==> src/rtl/core/m4m_pkg.sv <==
`timescale 1ns / 1ps

package m4m_pkg;

    // Fixed-point format and matrix shape
    localparam int FRAC_BITS = 16;
    localparam int DIM       = 4;
    localparam int WORD_W    = 32;
    localparam int PROD_W    = 2 * WORD_W;
    // Four 64-bit products plus rounding need 66 bits
    localparam int ACC_W     = PROD_W + 2;

    // Rounding offset: half an LSB of the result, zero when there is no fraction
    localparam logic signed [ACC_W-1:0] RND_ACC = (ACC_W'(1) << FRAC_BITS) >> 1;
    // Saturation bounds of the 32-bit result, sign-extended to accumulator width
    localparam logic signed [ACC_W-1:0] MAX_ACC = {{(ACC_W-WORD_W+1){1'b0}}, {(WORD_W-1){1'b1}}};
    localparam logic signed [ACC_W-1:0] MIN_ACC = {{(ACC_W-WORD_W+1){1'b1}}, {(WORD_W-1){1'b0}}};

    typedef logic [WORD_W-1:0]          t_word;
    typedef t_word [DIM-1:0]            t_row;
    typedef logic [$clog2(DIM)-1:0]     t_idx;

    // Per-lane pipeline controls issued by the sequencer
    typedef struct packed {
        logic mul_en;
        logic acc_en;
        logic first;
    } t_lane_ctl;

    typedef enum logic [2:0] {
        ST_IDLE  = 3'b001,
        ST_ISSUE = 3'b010,
        ST_DRAIN = 3'b100
    } t_state;

endpackage

==> src/rtl/core/m4m_lane.sv <==
`timescale 1ns / 1ps

module m4m_lane (
    input  logic               i_clk,
    input  m4m_pkg::t_lane_ctl i_ctl,
    input  m4m_pkg::t_word     i_a,
    input  m4m_pkg::t_word     i_b,
    output m4m_pkg::t_word     o_value,
    output logic               o_sat
);
    import m4m_pkg::*;

    logic signed [PROD_W-1:0] r_prod;
    logic signed [ACC_W-1:0]  r_acc;
    logic signed [ACC_W-1:0]  n_acc;
    logic signed [ACC_W-1:0]  acc_base;
    logic signed [ACC_W-1:0]  quot;
    logic                     sat_hi;
    logic                     sat_lo;

    // Multiply one left element by one right element
    always_ff @(posedge i_clk) begin
        if (i_ctl.mul_en) begin
            r_prod <= $signed(i_a) * $signed(i_b);
        end
    end

    // Accumulate; the first term starts from the rounding offset
    always_comb begin
        acc_base = i_ctl.first ? RND_ACC : r_acc;
        n_acc    = acc_base + ACC_W'(r_prod);
    end

    always_ff @(posedge i_clk) begin
        if (i_ctl.acc_en) begin
            r_acc <= n_acc;
        end
    end

    // Drop fraction bits and clamp to 32 bits
    always_comb begin
        quot   = r_acc >>> FRAC_BITS;
        sat_hi = quot > MAX_ACC;
        sat_lo = quot < MIN_ACC;
        o_sat  = sat_hi | sat_lo;
        if (sat_hi) begin
            o_value = MAX_ACC[WORD_W-1:0];
        end else if (sat_lo) begin
            o_value = MIN_ACC[WORD_W-1:0];
        end else begin
            o_value = quot[WORD_W-1:0];
        end
    end

endmodule

==> config.mk <==
export PLATFORM = sky130hd
export DESIGN_NAME = m4m_lane
export DESIGN_NICKNAME = d
export VERILOG_FILES = /design/src/rtl/core/m4m_pkg.sv /design/src/rtl/core/m4m_lane.sv
export SDC_FILE = /design/constraint.sdc
export NUM_CORES = 2
export LEC_CHECK = 0
export BUFFER_PORTS_ARGS = -buffer_cell sky130_fd_sc_hd__buf_2
export CAP_MARGIN = 10
export CORE_MARGIN = 8
export CORE_UTILIZATION = 41
export DETAILED_ROUTE_END_ITERATION = 8
export PLACE_DENSITY = 0.54
export SLEW_MARGIN = 10
export SYNTH_ARGS = -nofsm -noshare
export SYNTH_HDL_FRONTEND = slang
export SYNTH_SLANG_ARGS = --single-unit
==> constraint.sdc <==
create_clock -name i_clk -period 13.14 [get_ports i_clk]
set_input_delay 2.628 -clock i_clk [delete_from_list [all_inputs] [get_ports i_clk]]
set_output_delay 2.628 -clock i_clk [all_outputs]
set_load 0.03 [all_outputs]
==> results.md <==
* Status: finished clean
* Commonest cells post-synth: fa_1 (1,083), inv_1 (978), nand2_1 (597)
* Ports at around 100
* Count of state elements after synthesis at 130
* Grt ovf at 0
* Max Freq at slightly above 0.09 GHz
* Gr usage total at approximately 23%
* Final Hold Fails at 0
* Synth Net Count at 6,076
* Synth top area cells: fa_1 (49%), edfxtp_1 (8.8%), inv_1 (8.2%)
* Minimum clock period at 11,010 ps
* Core footprint at between 100,000 and 150,000 um2
* Root buffer cell: clkbuf_16
* Period Utilization, post-route at a little over four fifths
* Cell area after synthesis at approximately 45,000 um2
* TritonCTS Buffers at 25
* Reg2reg setup slack at roughly 9000 ps
* CP endpoint: r_prod[63]
* Worst-skew pair later-pin latency at 490 ps
* Area Growth Syn to Fin at 5.38%
* Post-synth EDFFs at between 100 and 150
* Clock sinks at 130
* Drt first-iter violations at about 2,500
* CTS tree: done
* Cts repair resizes at 0
* Wire per inst at 22.1 um
* Via/cell ratio at approximately 5.2
* Worst EP arrival at between 10,000 and 15,000 ps
* Worst path slowest cell: fa_1
* Total wire length at roughly 130,000 um
* Mean Syn Cell Area at around 9.5 um2
* Required time of the critical path at approximately 13,000 ps
* Largest net degree at the start of global routing at 67
* CP peak stage delay at 1000 ps
* Post-CTS Setup Bufs at 0
* Post-DP HPWL at 105,000 um
* RSZ-0062 raised after global routing: no
* 1st-pass router iterations at 6
* Element type at the critical path start: input pin
* Fin Setup TNS at 0 ps
* Slew Limit Fails at 0
* Async SR Flop Fraction at 0%
* Drt drc at 0
* Antenna violations before repair at 11
* Actual slew at the worst max-slew pin at between 1000 and 1500 ps
* Reg2reg path depth at 14
* CTS max path bufs at 3
* Worst R2R Start: r_acc[0]
* Worst clock skew at a little over 20 ps
* Crit path kind: in -> reg
* First-pass GRT wire length at between 200,000 and 250,000 um
* Post-synth top flop: edfxtp_1
* Reg clk slew, reported paths at roughly 60 ps
* CP Launch Point: i_a[31]
* Worst r2r dst: r_acc[58]
* Port bufs at 100
* Yosys top cell area share at roughly half
* Share of layout cells above drive strength 1 at under 10%
* Maxcap violations at 0
* Syn Inst Count at between 4,000 and 5,000
* Die Wd at between 300 and 400 um
* Yosys warning total at 0
* Number of global-route vias before repair at around 34,000
* Total Nets Final at between 6,000 and 7,000
* Headroom to the max-slew limit at 21.5%
* Full die area at approximately 120,000 um2
* Placer Congestion at approximately 0.9
* Die Y at roughly 350 um
* Std cell rows at 121
* Leading area contributor after synthesis: fa_1
* Via count at 31,378
* Yosys cell types at 78
* Routed Antenna Nets at 0
* Crit path capture type: flop
* Initial Utilization at 41.1%
* Cell repeated most along the worst path: fa_1
* Setup-failing EPs final at 0
* HP Class: reg -> reg
* Seq/Total Area, Yosys at roughly 8.8%
* Count leader, synth: fa_1
* Critical-path maximum fanout at 18
* Hold Buf Count CTS at 0
* H-tree Lvls at 4
## stage by stage
step	worst slack, ps	util, %	hold WS [ps]	cell area (um2)	std cells
floorplan	2820	-	526	44600	4676
global placement	1700	42.7	541	46300	5996
detailed placement	1610	42.7	547	46300	5996
CTS	2130	43.3	561	47000	6028
global route	1570	43.3	593	47000	6030
finish	2130	43.3	560	47000	6035
## cells in the final DEF (no fill, tap or decap), types with 77 or more instances in the layout
| cell | n |
|---|---|
| a21o_1 | 86 |
| a21oi_1 | 123 |
| and2_1 | 532 |
| buf_2 | 100 |
| edfxtp_1 | 130 |
| fa_1 | 1083 |
| ha_1 | 249 |
| inv_1 | 978 |
| nand2_1 | 597 |
| nor2_1 | 91 |
| nor2b_1 | 77 |
| xnor2_1 | 86 |
## registers in the layout, indices dropped and copies added, names as in the netlist
register  count
r_acc        66
r_prod       64
## cell type report
| type | count | area [um2] |
|---|---|---|
| clock buffers | 28 | 637 |
| fillers | 10740 | 61400 |
| inverters | 979 | 3670 |
| repair buffers | 148 | 861 |
| well taps | 1414 | 1770 |
| diodes | 7 | 17.5 |
| flip-flops and latches | 130 | 3900 |
| multi-input cells | 3325 | 36100 |
| clock inverters | 4 | 16.3 |
## logic make-up (layout without fill, tap and decap cells)
logic type	count (synthesis)	in the layout	share of synthesized area, %
adder cells (fa/ha/maj)	1332	1332	55.6
AND/OR/NAND/NOR	1435	1435	16.2
XOR/XNOR	133	133	2.61
multiplexers	1	1	0.0225
AO/OA/AOI/OAI	424	424	6.50
other	0	7	0
flip-flops	130	130	8.76
buffers and inverters	1221	1159	10.3
## worst max-delay path, delay by kind of cell
family | cells | cell delay, ps
AO/OA/AOI/OAI | 9 | 1840
XOR/XNOR | 1 | 130
adder cells (fa/ha/maj) | 9 | 5220
buffers and inverters | 8 | 1140
AND/OR/NAND/NOR | 1 | 220
## how the worst min path moves through the flow
stage,from,endpoint,depth (start not counted)
3_5_place_dp,r_prod[0],r_acc[0],1
5_1_grt,r_prod[0],r_acc[0],1
2_1_floorplan,r_prod[0],r_acc[0],1
6_report,r_prod[0],r_acc[0],1
4_1_cts,r_prod[0],r_acc[0],1
3_3_place_gp,r_prod[0],r_acc[0],1
## metal layers
metal	up-vias	track usage, %	share of wire (%)
met5	-	0	0.029
met4	6	4.70	2.1
met3	145	5.73	9.2
met2	1077	33.9	42
met1	16283	33.0	46
li1	13867	-	-
Power is left out: the tool's default activity adds up to more than one toggle a clock period on the data nets, which glitch-free logic cannot reach.
