`src/rtl/core/m4m_pkg.sv`:
```
`timescale 1ns / 1ps

package m4m_pkg;

    // Fixed-point format and matrix shape
    localparam int FRAC_BITS = 16;
    localparam int DIM       = 4;
    localparam int WORD_W    = 32;
    localparam int PROD_W    = 2 * WORD_W;
    // Four 64-bit products plus rounding need 66 bits
    localparam int ACC_W     = PROD_W + 2;

    // Rounding offset: half an LSB of the result, zero when there is no fraction
    localparam logic signed [ACC_W-1:0] RND_ACC = (ACC_W'(1) << FRAC_BITS) >> 1;
    // Saturation bounds of the 32-bit result, sign-extended to accumulator width
    localparam logic signed [ACC_W-1:0] MAX_ACC = {{(ACC_W-WORD_W+1){1'b0}}, {(WORD_W-1){1'b1}}};
    localparam logic signed [ACC_W-1:0] MIN_ACC = {{(ACC_W-WORD_W+1){1'b1}}, {(WORD_W-1){1'b0}}};

    typedef logic [WORD_W-1:0]          t_word;
    typedef t_word [DIM-1:0]            t_row;
    typedef logic [$clog2(DIM)-1:0]     t_idx;

    // Per-lane pipeline controls issued by the sequencer
    typedef struct packed {
        logic mul_en;
        logic acc_en;
        logic first;
    } t_lane_ctl;

    typedef enum logic [2:0] {
        ST_IDLE  = 3'b001,
        ST_ISSUE = 3'b010,
        ST_DRAIN = 3'b100
    } t_state;

endpackage

```
`src/rtl/core/m4m_row_mem.sv`:
```
`timescale 1ns / 1ps

module m4m_row_mem (
    input  logic          i_clk,
    input  logic          i_we,
    input  m4m_pkg::t_idx i_waddr,
    input  m4m_pkg::t_row i_wdata,
    input  m4m_pkg::t_idx i_raddr,
    output m4m_pkg::t_row o_rdata
);
    import m4m_pkg::*;

    t_row r_mem [DIM];
    t_row r_rdata;

    // Write one matrix row per transfer
    always_ff @(posedge i_clk) begin
        if (i_we) begin
            r_mem[i_waddr] <= i_wdata;
        end
    end

    // Registered read
    always_ff @(posedge i_clk) begin
        r_rdata <= r_mem[i_raddr];
    end

    assign o_rdata = r_rdata;

endmodule

```
`config.mk`:
```
export PLATFORM = sky130hd
export DESIGN_NAME = m4m_row_mem
export DESIGN_NICKNAME = d
export VERILOG_FILES = /design/src/rtl/core/m4m_pkg.sv /design/src/rtl/core/m4m_row_mem.sv
export SDC_FILE = /design/constraint.sdc
export NUM_CORES = 1
export LEC_CHECK = 0
export BUFFER_PORTS_ARGS = -buffer_cell sky130_fd_sc_hd__buf_4
export CAP_MARGIN = 20
export CORE_MARGIN = 1.5
export CORE_UTILIZATION = 60
export DETAILED_ROUTE_END_ITERATION = 10
export PLACE_DENSITY = 0.84
export SYNTH_ARGS = -nofsm -noshare
export SYNTH_HDL_FRONTEND = slang
export SYNTH_SLANG_ARGS = --single-unit
```
`constraint.sdc`:
```
create_clock -name i_clk -period 26 [get_ports i_clk]
set_clock_uncertainty 0.2 [all_clocks]
set_input_delay 5.2 -clock i_clk [delete_from_list [all_inputs] [get_ports i_clk]]
set_output_delay 5.2 -clock i_clk [all_outputs]
set_load 0.05 [all_outputs]
```
==> results.py <==
metrics = {
    "status": {
        "outcome": "completed",
    },
    "cts": {
        "clk-insertion-delay-late_ns": 0.58,
        "postCtsResizedCells": 0,
        "max-clock-path-buffers": 3,
        "tritoncts_clock_tree": "built",
        "cts_htree_levels": 2,
        "cts_setup_buffers": 0,
        "cts_root_buf": "sky130_fd_sc_hd__clkbuf_16",
        "cts_hold_buf": 0,
        "numClockSinks": 640,
        "tritoncts.num_buffers": 58,
        "worst_setup_hold_path_clk_slew_ns": 0.06,
    },
    "drt": {
        "routed_wire_length_per_instance_um": 24.0,
        "drt-initial-drc-count": 698,
        "drt_first_pass_iters": 4,
        "postRouteAntennaNets": 0,
        "drc": 0,
        "wl_mm": 38.4,
        "detailroute.via_count": 9112,
        "vias_per_inst": 5.68,
    },
    "sta": {
        "fin_setup_tns_ns": 0,
        "max_slew.worst_pin.slew_ns": 1.08,
        "fmaxAchievable_mhz": 127,
        "slew_violations": 0,
        "hold_viol_final": 0,
        "timing.final.crit_share_pct": 30.3,
        "max-slew-margin-rel_pct": 28.2,
        "hold-worst-slack_ns": 0.341,
        "final_setup_violation_count": 0,
        "final_period_minus_worst_setup_slack_ns": 7.87,
        "rsz0062_at_grt": "no",
    },
    "synthesis": {
        "yosysWarnings": 0,
        "ys_ff_latch": 640,
        "postSynthNetCount": 934,
        "synth.avg_cell_area_sq_um": 26.5,
        "netlist_instances": 800,
        "synth.yosys.seq_area_share_pct": 84.7,
        "post_synth_num_cell_types": 10,
        "netlist_area_sq_um": 21200,
    },
    "global_route": {
        "grt_max_degree": 85,
        "global_route.overflow_total": 0,
        "grt_pass1_wl_mm": 57.7,
        "antenna_violations_before_repair": 4,
        "grt_util_all_layers_pct": 21.7,
        "via_count_of_the_first_global_routing_pass": 9617,
    },
    "cells_and_area": {
        "antenna_cells_inserted": 0,
        "syn_to_final_growth_pct": 20.4,
        "finalCoreUtilization_pct": 73.6,
        "final_layout_fill_cell_count": 1869,
        "commonest_cells_after_routing_fill_and_taps_aside": "sky130_fd_sc_hd__edfxtp_1 (512), sky130_fd_sc_hd__buf_4 (268), sky130_fd_sc_hd__mux4_2 (128), sky130_fd_sc_hd__dfxtp_1 (128), sky130_fd_sc_hd__clkbuf_16 (59)",
        "layout-drive-gt1-share_pct": 42.9,
        "nets": 1236,
        "leading_cell_type_in_the_layout_fill_and_taps_excluded": "sky130_fd_sc_hd__edfxtp_1",
    },
    "setup_path": {
        "reg2reg_to": "o_rdata[116]",
        "crit_type": "primary input to register",
        "worst_ep_required_time_ns": 26.01,
        "reg2reg_from": "r_mem[3][116]",
        "internal_reg_to_reg_setup_slack_ns": 24.73,
        "setup.worst_path.start": "i_waddr[1]",
        "cp.arrival_ns": 7.88,
        "worst_reg2reg_path_length_in_cells": 1,
        "timing.critical_path.fanout_max": 65,
        "cp-endpoint": "r_mem[0][53]",
        "critical_path.startpoint_type": "primary input",
        "critical_path.endpoint_type": "register",
    },
    "power": {
        "ir_worst_vdd_mv": 0.0667,
        "power_frac_comb_pct": 8.3,
        "power-per-cell-area_nw_per_um2": 88.5,
        "power_leakage_nw": 8.91,
        "share_seq_of_total_power_pct": 52.7,
        "switching_component_of_the_power_w": 0.000486,
        "netSwitchingFraction_pct": 21.6,
        "internal_power_w": 0.00177,
        "clockPowerShare_pct": 39.0,
    },
    "floorplan": {
        "ios": 262,
        "num_rows": 68,
        "dieArea_sq_um": 36400,
        "initial_standard_cell_utilization_of_the_core_pct": 61.1,
        "core_sq_um": 34600,
        "dieHeight_um": 191,
        "fp.dieW_um": 191,
    },
    "placement": {
        "place_congestion": 0.730,
        "dp.final_hpwl_mm": 21.2,
        "port_buffers": 261,
    },
    "min_path": {
        "holdCritPathClass": "register to register",
    },
    "flow_run": {
        "drv.max_cap_violation_count": 0,
    },
}
cell type report:
type | count | area [sq um] | share of cell area, %
Sequential cell | 640 | 17900 | 70.4
Multi-Input combinational cell | 132 | 2930 | 11.5
Timing Repair Buffer | 270 | 2040 | 8.00
Clock buffer | 87 | 1710 | 6.71
Tap cell | 455 | 569 | 2.23
Clock inverter | 19 | 304 | 1.19
worst max-delay path: stages:
cell and delay (ns):
sky130_fd_sc_hd__buf_4 0.13, sky130_fd_sc_hd__nor3b_2 0.80, sky130_fd_sc_hd__buf_4 0.89, sky130_fd_sc_hd__buf_4 0.75
Yosys cell counts:
cell / instances / area share (%)
sky130_fd_sc_hd__mux4_2: 128 / 14
sky130_fd_sc_hd__buf_6: 4 / 0.21
sky130_fd_sc_hd__edfxtp_1: 512 / 73
sky130_fd_sc_hd__dfxtp_1: 128 / 12
sky130_fd_sc_hd__nor3b_1: 1 / 0.035
sky130_fd_sc_hd__buf_2: 13 / 0.31
sky130_fd_sc_hd__clkbuf_1: 1 / 0.018
sky130_fd_sc_hd__and3b_1: 2 / 0.083
sky130_fd_sc_hd__and3_1: 1 / 0.030
sky130_fd_sc_hd__buf_12: 10 / 0.95
power groups by stage:
stage	registers (W)	logic [W]	clock network, W
CTS	0.00119	0.000189	0.000898
global placement	0.00121	0.000184	0
global route	0.00119	0.000195	0.000937
detailed placement	0.00121	0.000188	0
floorplan	0.00128	0.0000520	0
finish	0.00119	0.000186	0.000880
cells by family (layout without fill, tap and decap cells):
kind of cell,after synthesis,count (layout),synth area share [%]
buffers and inverters,28,376,1.48
and+or+nand+nor,4,4,0.148
DFF,640,640,84.7
muxes,128,128,13.6
worst min-delay path by stage:
stage / start / end / slack [ns] / cells past startpoint
6_report: r_mem[2][39] / o_rdata[39] / 0.34 / 1
5_1_grt: r_mem[2][101] / o_rdata[101] / 0.36 / 1
4_1_cts: r_mem[2][39] / o_rdata[39] / 0.34 / 1
3_5_place_dp: r_mem[2][94] / o_rdata[94] / 0.34 / 1
3_3_place_gp: r_mem[0][62] / o_rdata[62] / 0.33 / 1
2_1_floorplan: r_mem[2][0] / o_rdata[0] / 0.33 / 1
registers in the layout (all words and copies together) (netlist names):
| register | flops |
|---|---|
| o_rdata | 128 |
| r_mem | 512 |
stage by stage:
step / cell area (sq um) / setup slack [ns] / power (W) / instances
after global routing: 25500 / 17.94 / 0.00232 / 1603
after floorplan: 21200 / 10.50 / 0.00133 / 800
after detailed placement: 23500 / 17.44 / 0.00140 / 1497
after CTS: 25500 / 18.09 / 0.00228 / 1603
final: 25500 / 18.13 / 0.00226 / 1603
after global placement: 23500 / 17.46 / 0.00139 / 1497
routing by layer:
metal  part of all wire [%]  up-vias  track usage [%]
met1                     38     4727             29.5
met4                    2.4        8             6.39
met5                   0.14        -                0
met3                    7.9       80             5.19
met2                     51      353             35.6
li1                       -     3944                -
No activity file was read; power rests on OpenSTA's default activity.
